### src/hdl/i2cbb_pkg.sv
`timescale 1ns / 1ps
// ----------------------------------------------------------------------------
// i2cbb_pkg
// Shared widths, command codes and item structs of the I2C byte engine.
// ----------------------------------------------------------------------------
package i2cbb_pkg;

  localparam int unsigned CmdW  = 3;
  localparam int unsigned ByteW = 8;
  localparam int unsigned TickW = 16;
  localparam int unsigned StepW = 5;

  localparam logic [CmdW-1:0] CMD_IDLE  = 3'd0;
  localparam logic [CmdW-1:0] CMD_START = 3'd1;
  localparam logic [CmdW-1:0] CMD_STOP  = 3'd2;
  localparam logic [CmdW-1:0] CMD_WRITE = 3'd3;
  localparam logic [CmdW-1:0] CMD_READ  = 3'd4;

  localparam logic [TickW-1:0] HALF_PERIOD_RST = 16'd4;

  typedef struct packed {
    logic [CmdW-1:0]  req_type;
    logic [ByteW-1:0] write_data;
    logic             sda_in;
  } req_t;

  typedef struct packed {
    logic             scl_out;
    logic             sda_out;
    logic             busy_res;
    logic [ByteW-1:0] read_data;
    logic             read_valid;
  } res_t;

endpackage

### src/hdl/i2cbb_ifs.sv
`timescale 1ns / 1ps
// ----------------------------------------------------------------------------
// i2cbb channel interfaces
// Request, result and configuration channels with valid/ready handshakes.
// ----------------------------------------------------------------------------
interface i2cbb_req_if;
  import i2cbb_pkg::*;
  logic             valid;
  logic             ready;
  logic [CmdW-1:0]  req_type;
  logic [ByteW-1:0] write_data;
  logic             sda_in;

  modport source (output valid, req_type, write_data, sda_in, input ready);
  modport sink   (input valid, req_type, write_data, sda_in, output ready);
endinterface

interface i2cbb_res_if;
  import i2cbb_pkg::*;
  logic             valid;
  logic             ready;
  logic             scl_out;
  logic             sda_out;
  logic             busy_res;
  logic [ByteW-1:0] read_data;
  logic             read_valid;

  modport source (output valid, scl_out, sda_out, busy_res, read_data, read_valid,
                  input ready);
  modport sink   (input valid, scl_out, sda_out, busy_res, read_data, read_valid,
                  output ready);
endinterface

interface i2cbb_cfg_if;
  import i2cbb_pkg::*;
  logic             valid;
  logic             ready;
  logic [TickW-1:0] data;

  modport source (output valid, data, input ready);
  modport sink   (input valid, data, output ready);
endinterface

### src/hdl/i2c_bitbang_master_top.sv
`timescale 1ns / 1ps
// ----------------------------------------------------------------------------
// i2c_bitbang_master_top
// I2C master byte engine: start, stop, write and read sequences on SCL/SDA
// levels, timed by tick items.
// ----------------------------------------------------------------------------
//  channel | dir | handshake   | payload
//  req_i   | in  | valid/ready | req_type, write_data, sda_in
//  res_o   | out | valid/ready | scl_out, sda_out, busy_res, read_data, read_valid
//  cfg_i   | in  | valid/ready | data = half_period_ticks (ready always high)
//
//  One item per cycle while res_o is not stalled; each item passes the input
//  register, then the sequencer step, then the result register.
//  Reset (async, low) idles the bus high and sets half_period_ticks to 4.
//  A stalled result holds its register; the input register then fills and
//  req_i.ready drops.
// ----------------------------------------------------------------------------
module i2c_bitbang_master_top (
  input  logic  clk_i,
  input  logic  rst_ni,
  i2cbb_req_if.sink   req_i,
  i2cbb_res_if.source res_o,
  i2cbb_cfg_if.sink   cfg_i
);
  import i2cbb_pkg::*;

  logic in_v_q;
  req_t in_q;
  logic out_v_q;
  res_t out_q;
  res_t step_res;
  logic adv;
  logic step;

  assign adv         = !out_v_q || res_o.ready;
  assign step        = in_v_q && adv;
  assign req_i.ready = !in_v_q || adv;
  assign cfg_i.ready = 1'b1;

  i2cbb_seq u_seq (
    .clk_i      (clk_i),
    .rst_ni     (rst_ni),
    .step_i     (step),
    .req_i      (in_q),
    .cfg_we_i   (cfg_i.valid),
    .cfg_data_i (cfg_i.data),
    .res_o      (step_res)
  );

  always_ff @(posedge clk_i or negedge rst_ni) begin
    if (!rst_ni) begin
      in_v_q  <= 1'b0;
      out_v_q <= 1'b0;
    end else begin
      if (req_i.ready) begin
        in_v_q <= req_i.valid;
      end
      if (adv) begin
        out_v_q <= step;
      end
    end
  end

  always_ff @(posedge clk_i) begin
    if (req_i.ready && req_i.valid) begin
      in_q.req_type   <= req_i.req_type;
      in_q.write_data <= req_i.write_data;
      in_q.sda_in     <= req_i.sda_in;
    end
    if (step) begin
      out_q <= step_res;
    end
  end

  assign res_o.valid      = out_v_q;
  assign res_o.scl_out    = out_q.scl_out;
  assign res_o.sda_out    = out_q.sda_out;
  assign res_o.busy_res   = out_q.busy_res;
  assign res_o.read_data  = out_q.read_data;
  assign res_o.read_valid = out_q.read_valid;

endmodule

### src/hdl/i2cbb_seq.sv
`timescale 1ns / 1ps
// ----------------------------------------------------------------------------
// i2cbb_seq
// Line sequencer state and one-item step logic: delay counting, bit phases,
// command start and read assembly. Emits the result of the stepped item.
// ----------------------------------------------------------------------------
module i2cbb_seq (
  input  logic                         clk_i,
  input  logic                         rst_ni,
  input  logic                         step_i,
  input  i2cbb_pkg::req_t              req_i,
  input  logic                         cfg_we_i,
  input  logic [i2cbb_pkg::TickW-1:0]  cfg_data_i,
  output i2cbb_pkg::res_t              res_o
);
  import i2cbb_pkg::*;

  logic [TickW-1:0] half_q;
  logic [CmdW-1:0]  cmd_q, cmd_d;
  logic [StepW-1:0] step_q, step_d;
  logic [TickW-1:0] tick_q, tick_d;
  logic [ByteW-1:0] shift_q, shift_d;
  logic [ByteW-1:0] last_q, last_d;
  logic             scl_q, scl_d;
  logic             sda_q, sda_d;
  logic             rvalid;
  logic [TickW-1:0] tick_inc;
  logic [3:0]       bit_pos;
  logic             second;
  logic [2:0]       wr_idx;

  assign tick_inc = tick_q + TickW'(1);
  assign bit_pos  = step_q[StepW-1:1];
  assign second   = step_q[0];
  assign wr_idx   = 3'(4'd6 - bit_pos);

  always_comb begin
    cmd_d   = cmd_q;
    step_d  = step_q;
    tick_d  = tick_q;
    shift_d = shift_q;
    last_d  = last_q;
    scl_d   = scl_q;
    sda_d   = sda_q;
    rvalid  = 1'b0;
    if (req_i.req_type == CMD_IDLE) begin
      if (cmd_q != CMD_IDLE) begin
        tick_d = tick_inc;
        if (tick_inc >= half_q) begin
          // one delay unit ended
          tick_d = '0;
          step_d = step_q + StepW'(1);
          unique case (cmd_q)
            CMD_START: begin
              if (step_q == '0) begin
                sda_d = 1'b0;
              end else begin
                scl_d = 1'b0;
                cmd_d = CMD_IDLE;
              end
            end
            CMD_STOP: begin
              if (step_q == '0) begin
                sda_d = 1'b1;
              end else begin
                cmd_d = CMD_IDLE;
              end
            end
            CMD_WRITE: begin
              if (!second) begin
                scl_d = 1'b1;
              end else begin
                scl_d = 1'b0;
                if (bit_pos < 4'd7) begin
                  sda_d = shift_q[wr_idx];
                end else begin
                  cmd_d = CMD_IDLE;
                end
              end
            end
            CMD_READ: begin
              if (bit_pos >= 4'd8) begin
                scl_d  = 1'b0;
                last_d = shift_q;
                cmd_d  = CMD_IDLE;
                rvalid = 1'b1;
              end else if (!second) begin
                shift_d = {shift_q[ByteW-2:0], req_i.sda_in};
                scl_d   = 1'b0;
              end else if (bit_pos < 4'd7) begin
                scl_d = 1'b1;
              end else begin
                sda_d = 1'b0;
                scl_d = 1'b1;
              end
            end
            default: begin
              cmd_d = CMD_IDLE;
            end
          endcase
          if (cmd_d == CMD_IDLE) begin
            step_d = '0;
          end
        end
      end
    end else if (req_i.req_type <= CMD_READ && cmd_q == CMD_IDLE) begin
      cmd_d  = req_i.req_type;
      step_d = '0;
      tick_d = '0;
      unique case (req_i.req_type)
        CMD_START: begin
          scl_d = 1'b1;
          sda_d = 1'b1;
        end
        CMD_STOP: begin
          scl_d = 1'b1;
          sda_d = 1'b0;
        end
        CMD_WRITE: begin
          shift_d = req_i.write_data;
          sda_d   = req_i.write_data[ByteW-1];
        end
        default: begin
          shift_d = '0;
          scl_d   = 1'b1;
          sda_d   = 1'b1;
        end
      endcase
    end
  end

  always_ff @(posedge clk_i or negedge rst_ni) begin
    if (!rst_ni) begin
      half_q  <= HALF_PERIOD_RST;
      cmd_q   <= CMD_IDLE;
      step_q  <= '0;
      tick_q  <= '0;
      shift_q <= '0;
      last_q  <= '0;
      scl_q   <= 1'b1;
      sda_q   <= 1'b1;
    end else begin
      if (cfg_we_i) begin
        half_q <= cfg_data_i;
      end
      if (step_i) begin
        cmd_q   <= cmd_d;
        step_q  <= step_d;
        tick_q  <= tick_d;
        shift_q <= shift_d;
        last_q  <= last_d;
        scl_q   <= scl_d;
        sda_q   <= sda_d;
      end
    end
  end

  always_comb begin
    res_o.scl_out    = scl_d;
    res_o.sda_out    = sda_d;
    res_o.busy_res   = (cmd_d != CMD_IDLE);
    res_o.read_data  = last_d;
    res_o.read_valid = rvalid;
  end

endmodule

### src/flat_wrapper.sv
// flat-port wrapper written by rule: the top's interface ports become plain ports
module i2c_bitbang_master_top_flat import i2cbb_pkg::*;
  (clk_i, rst_ni, req_i_valid, req_i_req_type, req_i_write_data, req_i_sda_in, req_i_ready, res_o_valid, res_o_scl_out, res_o_sda_out, res_o_busy_res, res_o_read_data, res_o_read_valid, res_o_ready, cfg_i_valid, cfg_i_data, cfg_i_ready);
  i2cbb_req_if req_i_i ();
  i2cbb_res_if res_o_i ();
  i2cbb_cfg_if cfg_i_i ();
  input  logic clk_i;
  input  logic rst_ni;
  input wire logic [$bits(req_i_i.valid)-1:0] req_i_valid;
  input wire logic [$bits(req_i_i.req_type)-1:0] req_i_req_type;
  input wire logic [$bits(req_i_i.write_data)-1:0] req_i_write_data;
  input wire logic [$bits(req_i_i.sda_in)-1:0] req_i_sda_in;
  output wire logic [$bits(req_i_i.ready)-1:0] req_i_ready;
  output wire logic [$bits(res_o_i.valid)-1:0] res_o_valid;
  output wire logic [$bits(res_o_i.scl_out)-1:0] res_o_scl_out;
  output wire logic [$bits(res_o_i.sda_out)-1:0] res_o_sda_out;
  output wire logic [$bits(res_o_i.busy_res)-1:0] res_o_busy_res;
  output wire logic [$bits(res_o_i.read_data)-1:0] res_o_read_data;
  output wire logic [$bits(res_o_i.read_valid)-1:0] res_o_read_valid;
  input wire logic [$bits(res_o_i.ready)-1:0] res_o_ready;
  input wire logic [$bits(cfg_i_i.valid)-1:0] cfg_i_valid;
  input wire logic [$bits(cfg_i_i.data)-1:0] cfg_i_data;
  output wire logic [$bits(cfg_i_i.ready)-1:0] cfg_i_ready;
  assign req_i_i.valid = req_i_valid;
  assign req_i_i.req_type = req_i_req_type;
  assign req_i_i.write_data = req_i_write_data;
  assign req_i_i.sda_in = req_i_sda_in;
  assign req_i_ready = req_i_i.ready;
  assign res_o_valid = res_o_i.valid;
  assign res_o_scl_out = res_o_i.scl_out;
  assign res_o_sda_out = res_o_i.sda_out;
  assign res_o_busy_res = res_o_i.busy_res;
  assign res_o_read_data = res_o_i.read_data;
  assign res_o_read_valid = res_o_i.read_valid;
  assign res_o_i.ready = res_o_ready;
  assign cfg_i_i.valid = cfg_i_valid;
  assign cfg_i_i.data = cfg_i_data;
  assign cfg_i_ready = cfg_i_i.ready;
  i2c_bitbang_master_top u_core (.clk_i(clk_i), .rst_ni(rst_ni), .req_i(req_i_i), .res_o(res_o_i), .cfg_i(cfg_i_i));
endmodule
### config.mk
export PLATFORM = sky130hd
export DESIGN_NAME = i2c_bitbang_master_top_flat
export DESIGN_NICKNAME = d
export VERILOG_FILES = /design/src/hdl/i2cbb_pkg.sv /design/src/hdl/i2cbb_ifs.sv /design/src/hdl/i2c_bitbang_master_top.sv /design/src/hdl/i2cbb_seq.sv /design/src/flat_wrapper.sv
export SDC_FILE = /design/constraint.sdc
export NUM_CORES = 1
export LEC_CHECK = 0
export CAP_MARGIN = 20
export CELL_PAD_IN_SITES_DETAIL_PLACEMENT = 2
export CELL_PAD_IN_SITES_GLOBAL_PLACEMENT = 2
export CORE_MARGIN = 3
export CORE_UTILIZATION = 30
export DETAILED_ROUTE_END_ITERATION = 16
export DONT_BUFFER_PORTS = 1
export PLACE_DENSITY_LB_ADDON = 0.1
export SLEW_MARGIN = 40
export SYNTH_ARGS = -nofsm -noshare
export SYNTH_HDL_FRONTEND = slang
export SYNTH_SLANG_ARGS = --single-unit
### constraint.sdc
create_clock -name clk_i -period 4.7 [get_ports clk_i]
set_input_delay 0.235 -clock clk_i [delete_from_list [all_inputs] [get_ports clk_i]]
set_output_delay 0.235 -clock clk_i [all_outputs]
set_load 0.05 [all_outputs]
* Yosys cells after proc, flatten, opt, wreduce, memory -nomap -nowiden
Cells that the tools add are included.
Word-level totals: register bits 84, output and inout bits 15, input port bits 33, logic and storage cells 119
Operators by class: add/sub/neg operators 3, reduce and logical (&&, ||, !) cells 20, order comparisons 5, multiplexer cells 60, equality and inequality tests 13
Operator list (count):
- $mux 8 | 12
- $mux 16 | 4
- $mux 3 | 11
- $mux 5 | 5
- $mux 1 | 22
- $add 16x1->16 const B | 1
- $ge 16x16->1 | 1
- $pmux 8 s2 | 1
- $eq 3x2->1 const B | 4
- $logic_not 3->1 | 3
- $pmux 3 s3 | 1
- $ne 2x1->1 const B | 4
- $reduce_and 4->1 | 2
- $reduce_and 8->1 | 1
- $eq 3x1->1 const B | 2
- $reduce_bool 3->1 | 2
- $add 5x1->5 const B | 1
- $logic_not 5->1 | 1
- $ge 4x4->1 const B | 1
- $lt 3x4->1 const B | 1
- $lt 4x3->1 const B | 1
- $ne 2x2->1 const B | 2
- $pmux 1 s4 | 1
- $reduce_or 2->1 | 2
- 11 further kinds | 15

* Logic depth before layout (Yosys ltp)
word-level depth 12, mapped depth 15, depth with buffers taken out 12

* Modules after synthesis
From an unflattened synthesis, not the netlist that was laid out.
Unflattened totals: cell total of the unflattened synthesis 467, area total of the unflattened synthesis 4745.8 um2
Modules (own cells, without submodules):
- i2cbb_seq | sequential area each 1455.1 um2, area each 3910.0 um2, times used 1, cells an instance 433
- i2c_bitbang_master_top | sequential area each 770.7 um2, area each 835.8 um2, times used 1, cells an instance 34

* Worst setup path before layout
OpenSTA, ideal clock, no wires.
path kind register -> register, start point reg u_core.u_seq.tick_q[2], end point reg u_core.u_seq.last_q[0], path slack 1.283 ns, data required time 4.575 ns, setup time 0.125 ns, stages on the path, launching flop included 15, arrival time 3.292 ns, clock period less this slack 3.417 ns, buffers on the path 2, cells stage by stage dfrtp_1 and3_1 and3_1 clkbuf_1 and4_1 and3_1 xor2_1 ha_1 nand4_1 nor3_2 nand3b_1 a311o_1 buf_4 nor2_8 mux2_2
On the way: longest elaborated chain between the ends 5
RTL lines:
- start, declared | RTL line i2cbb_seq.sv:21 | logic [TickW-1:0] tick_q, tick_d;
- start signal, assigned | RTL line i2cbb_seq.sv:149 | tick_q <= tick_d;
- $add 16x1->16 | RTL line i2cbb_seq.sv:32 | assign tick_inc = tick_q + TickW'(1);
- $ge 16x16->1 | RTL line i2cbb_seq.sv:49 | if (tick_inc >= half_q) begin
- $mux 8 | RTL line i2cbb_seq.sv:49
- $mux 8 | RTL line i2cbb_seq.sv:47 | if (cmd_q != CMD_IDLE) begin
- $mux 8 | RTL line i2cbb_seq.sv:46 | if (req_i.req_type == CMD_IDLE) begin
- end signal, assigned | RTL line i2cbb_seq.sv:151 | last_q <= last_d;
- end, declared | RTL line i2cbb_seq.sv:23 | logic [ByteW-1:0] last_q, last_d;
No other way between the ends. A chain may end at the register's enable or synchronous reset.

* Worst setup path in the final report
start point reg u_core.u_seq.tick_q[0], end point reg u_core.u_seq.tick_q[0]
On the way: longest elaborated chain between the ends 5
RTL lines (RTL line):
- $add 16x1->16 (*) | i2cbb_seq.sv:32
- $ge 16x16->1 | i2cbb_seq.sv:49
- $mux 16 (*) | i2cbb_seq.sv:49
- $mux 16 (*) | i2cbb_seq.sv:47
- $mux 16 (*) | i2cbb_seq.sv:46
Mark *: on every way between the ends. The rest lies on a longest branch, timed or not. The select of a mux whose other input is x is not followed.

==> flow_metrics.py <==
metrics = {
    "die": {
        "die_x_um": 131.2,
        "core-area_um2": 15260,
        "num_rows": 45,
        "initial_core_util": 0.3084,
        "dieArea_um2": 17230,
        "ios": 48,
        "die_h_um": 131.2,
    },
    "critical_path": {
        "rr_startpoint": "u_core.u_seq.tick_q[0]",
        "worst_r2r_path_depth": 13,
        "arrival_ns": 4.40,
        "cp_max_fo": 19,
        "cp-start-kind": "register",
        "reg2reg_setup_slack_ns": 0.59,
        "r2r_end": "u_core.u_seq.tick_q[0]",
        "critical_path_class": "reg -> reg",
        "crit_required_ns": 4.98,
        "end_kind": "register",
    },
    "logic_synthesis": {
        "synth_xor_xnor_area_share": 0.02792,
        "synth-simple-area-share": 0.1571,
        "synth-adder-area-share": 0.05850,
        "synthMuxAreaShare": 0.08508,
        "synth-compound-area-share": 0.1534,
        "synth_top_family_by_area": "simple AND/OR/NAND/NOR gates",
        "netlist_top_cells_area": "dfrtp_1 30%, edfxtp_1 15%, ha_1 5.8%",
        "async_reset_ff_frac": 0.7143,
        "synthesis.instances": 443,
        "yosys_warnings": 0,
        "synth-seq-area-share": 0.4730,
        "syn_avg_cell_area_um2": 10.62,
        "synth_most_common_cell": "dfrtp_1",
        "yosysTopAreaCell": "dfrtp_1",
        "synth_commonest_cells": "57 x dfrtp_1, 46 x nand2_1, 33 x o21ai_0",
        "synth_nets": 498,
        "synth_cell_types": 70,
        "synth-edff-count": 24,
        "synth_area_um2": 4706,
        "ys.flop_type": "dfrtp_1",
        "synth.ff_latch_count": 84,
        "yosysTopAreaCellShare": 0.3031,
    },
    "global_route": {
        "grt_max_degree": 61,
        "grt_pass1_wl_mm": 21.53,
        "antenna_found_initial": 0,
        "grt_pass1_vias": 3893,
        "grtUsageTotal": 0.1574,
        "grt_overflow": 0,
    },
    "route": {
        "antenna_left": 0,
        "vias_per_cell": 5.177,
        "routedWlPerCell_um": 19.26,
        "drc": 0,
        "vias": 3474,
        "drt-total-wl_mm": 12.92,
        "dr.pass1.iters": 4,
        "drt_iter0_drc": 100,
    },
    "final_layout": {
        "areaGrowthSynthToFinish_pct": 14.73,
        "layout-drive-gt1-share": 0.1522,
        "seqCellArea_um2": 2226,
        "diodes": 0,
        "final_net_count": 510,
        "n_fill_cell": 1619,
        "multi_input_area_um2": 2272,
    },
    "placement": {
        "finalWeightedCongestion": 0.7752,
        "dp_slack_ns": 0.6170,
        "port-buffer-count": 0,
        "dp_hpwl_mm": 8.812,
    },
    "worst_hold_path": {
        "hold_class": "in -> reg",
        "min_from": "cfg_i_valid",
        "hold_end": "u_core.u_seq.half_q[2]",
        "hold-path-cell-count": 2,
    },
    "timing": {
        "tightest_slew_ns": 0.7779,
        "tns_ns": 0,
        "timing_hold_violations_final": 0,
        "finalSetupViolCount": 0,
        "rsz0062_at_grt": "no",
        "timing.final.ws_setup_ns": 0.5893,
        "drv_slew": 0,
        "fin_skew_ns": 0.008212,
        "period_needed_ns": 4.111,
        "max_freq_mhz": 243.3,
        "period_share": 0.8746,
        "relSlewSlack": 0.4782,
    },
    "pwr": {
        "total_power_mw": 1.829,
        "p_leak_nw": 2.351,
        "p_per_area_nw_per_um2": 338.7,
        "max-vdd-ir-drop_uv": 158.4,
    },
    "clock_network": {
        "cts_sinks": 84,
        "cts_tree": "built",
        "insertion_delay_ns": 0.35,
        "htreeDepth": 3,
        "cts.repair.resized": 0,
        "cts_buffer_depth": 2,
        "cts_buffers": 9,
        "cts_setup_buffers": 0,
        "path_clk_slew_ns": 0.07,
        "cts.root.buffer_cell": "clkbuf_16",
    },
    "run": {
        "max_cap_viol_count": 0,
    },
    "outcome": {
        "status": "finished, final reports clean",
    },
}
-- critical path, cell delays in order (launching register included) --
cell	delay (ns)
dfrtp_1	0.42
ha_1	0.28
nand3_1	0.25
nor2_1	0.33
and3_1	0.27
xor2_1	0.19
ha_1	0.27
nand4_1	0.15
nor3_2	0.07
a211oi_1	0.68
nand4_1	0.31
buf_4	0.31
nor2_4	0.28
mux2_2	0.22
-- registers in the layout (all words and copies together) (netlist names) --
name,count
u_core.u_seq.scl_q,1
u_core.u_seq.half_q,16
u_core.res_o.valid,1
u_core.res_o.read_data,8
u_core.res_o.busy_res,1
u_core.u_seq.shift_q,8
u_core.res_o.sda_out,1
u_core.u_seq.cmd_q,3
u_core.u_seq.tick_q,16
u_core.res_o.read_valid,1
u_core.u_seq.step_q,5
u_core.u_seq.last_q,8
u_core.in_q,12
u_core.u_seq.sda_q,1
u_core.res_o.scl_out,1
u_core.in_v_q,1
-- through the flow --
step	util	std cells	hold WS [ns]	area, um2
after floorplan	-	443	-0.06059	4706
after global placement	0.3205	636	-0.05786	4890
after detailed placement	0.3205	636	-0.05801	4890
after CTS	0.3538	671	0.001967	5399
after global routing	0.3538	671	0.02280	5399
final	0.3538	671	0.01378	5399
-- worst max path at each step --
stage | start | to | slack, ns | cells past startpoint
after floorplan | u_core.u_seq.tick_q[2] | u_core.u_seq.last_q[0] | 1.28 | 14
after global placement | u_core.u_seq.tick_q[0] | u_core.res_o.read_data[0] | 0.82 | 12
after detailed placement | u_core.u_seq.tick_q[0] | u_core.u_seq.tick_q[0] | 0.62 | 13
after CTS | u_core.u_seq.tick_q[0] | u_core.u_seq.tick_q[0] | 0.54 | 13
after global routing | u_core.u_seq.tick_q[0] | u_core.u_seq.tick_q[0] | 0.20 | 13
final | u_core.u_seq.tick_q[0] | u_core.u_seq.tick_q[0] | 0.59 | 13
-- report_power, final --
| part | switching [mW] | internal (mW) | total, mW |
|---|---|---|---|
| logic | 0.125 | 0.0950 | 0.220 |
| registers | 0.0835 | 0.806 | 0.889 |
| clock network | 0.342 | 0.378 | 0.720 |
| total | 0.550 | 1.28 | 1.83 |
-- kinds of logic (layout without fill, tap and decap cells) --
kind of cell / after synthesis / in the layout
adders and majority gates: 22 / 22
buffers and inverters: 48 / 65
AOI/OAI and AO/OA: 107 / 107
and+or+nand+nor: 135 / 135
muxes: 31 / 31
DFF: 84 / 84
xor gates and xnor gates: 15 / 15
other: 1 / 1
-- what timing repair did --
item                                   in CTS  in global routing
hold buffers                               19                  0
endpoints found under the hold margin      88                  0
setup endpoints to repair                   0                  0
-- layout by cell type, fill, tap and decap left out, drive strengths merged, types with 3 or more instances in the layout --
cell type	instances
buf	5
ha	22
and3	10
nand2b	4
xor2	7
nand3b	4
nor3	9
xnor2	8
dfstp	3
nand2	47
a21oi	17
nand4	8
dfrtp	57
a22o	17
mux2	28
clkinv	4
edfxtp	24
clkbuf	9
nor2	15
o22ai	3
nor2b	7
o21ai	41
inv	29
dlygate4sd3	18
nand3	19
or3	3
a211oi	7
-- per-layer routing --
metal  up-vias  part of all wire  GRT usage
li1       1632                 -          -
met1      1788              0.47     0.2007
met2        40              0.48     0.2641
met3        14             0.031    0.03446
met4         0             0.014    0.05601
met5         -                 0          0
-- layout make-up --
cell class	count	share of cell area
clock buffer	9	0.04171
multi-input combinational	311	0.4209
clock inverter	7	0.01414
sequential	84	0.4123
timing repair buffer	23	0.04403
inverter	26	0.01808
tap	211	0.04890
No activity file was read; power rests on OpenSTA's default activity.
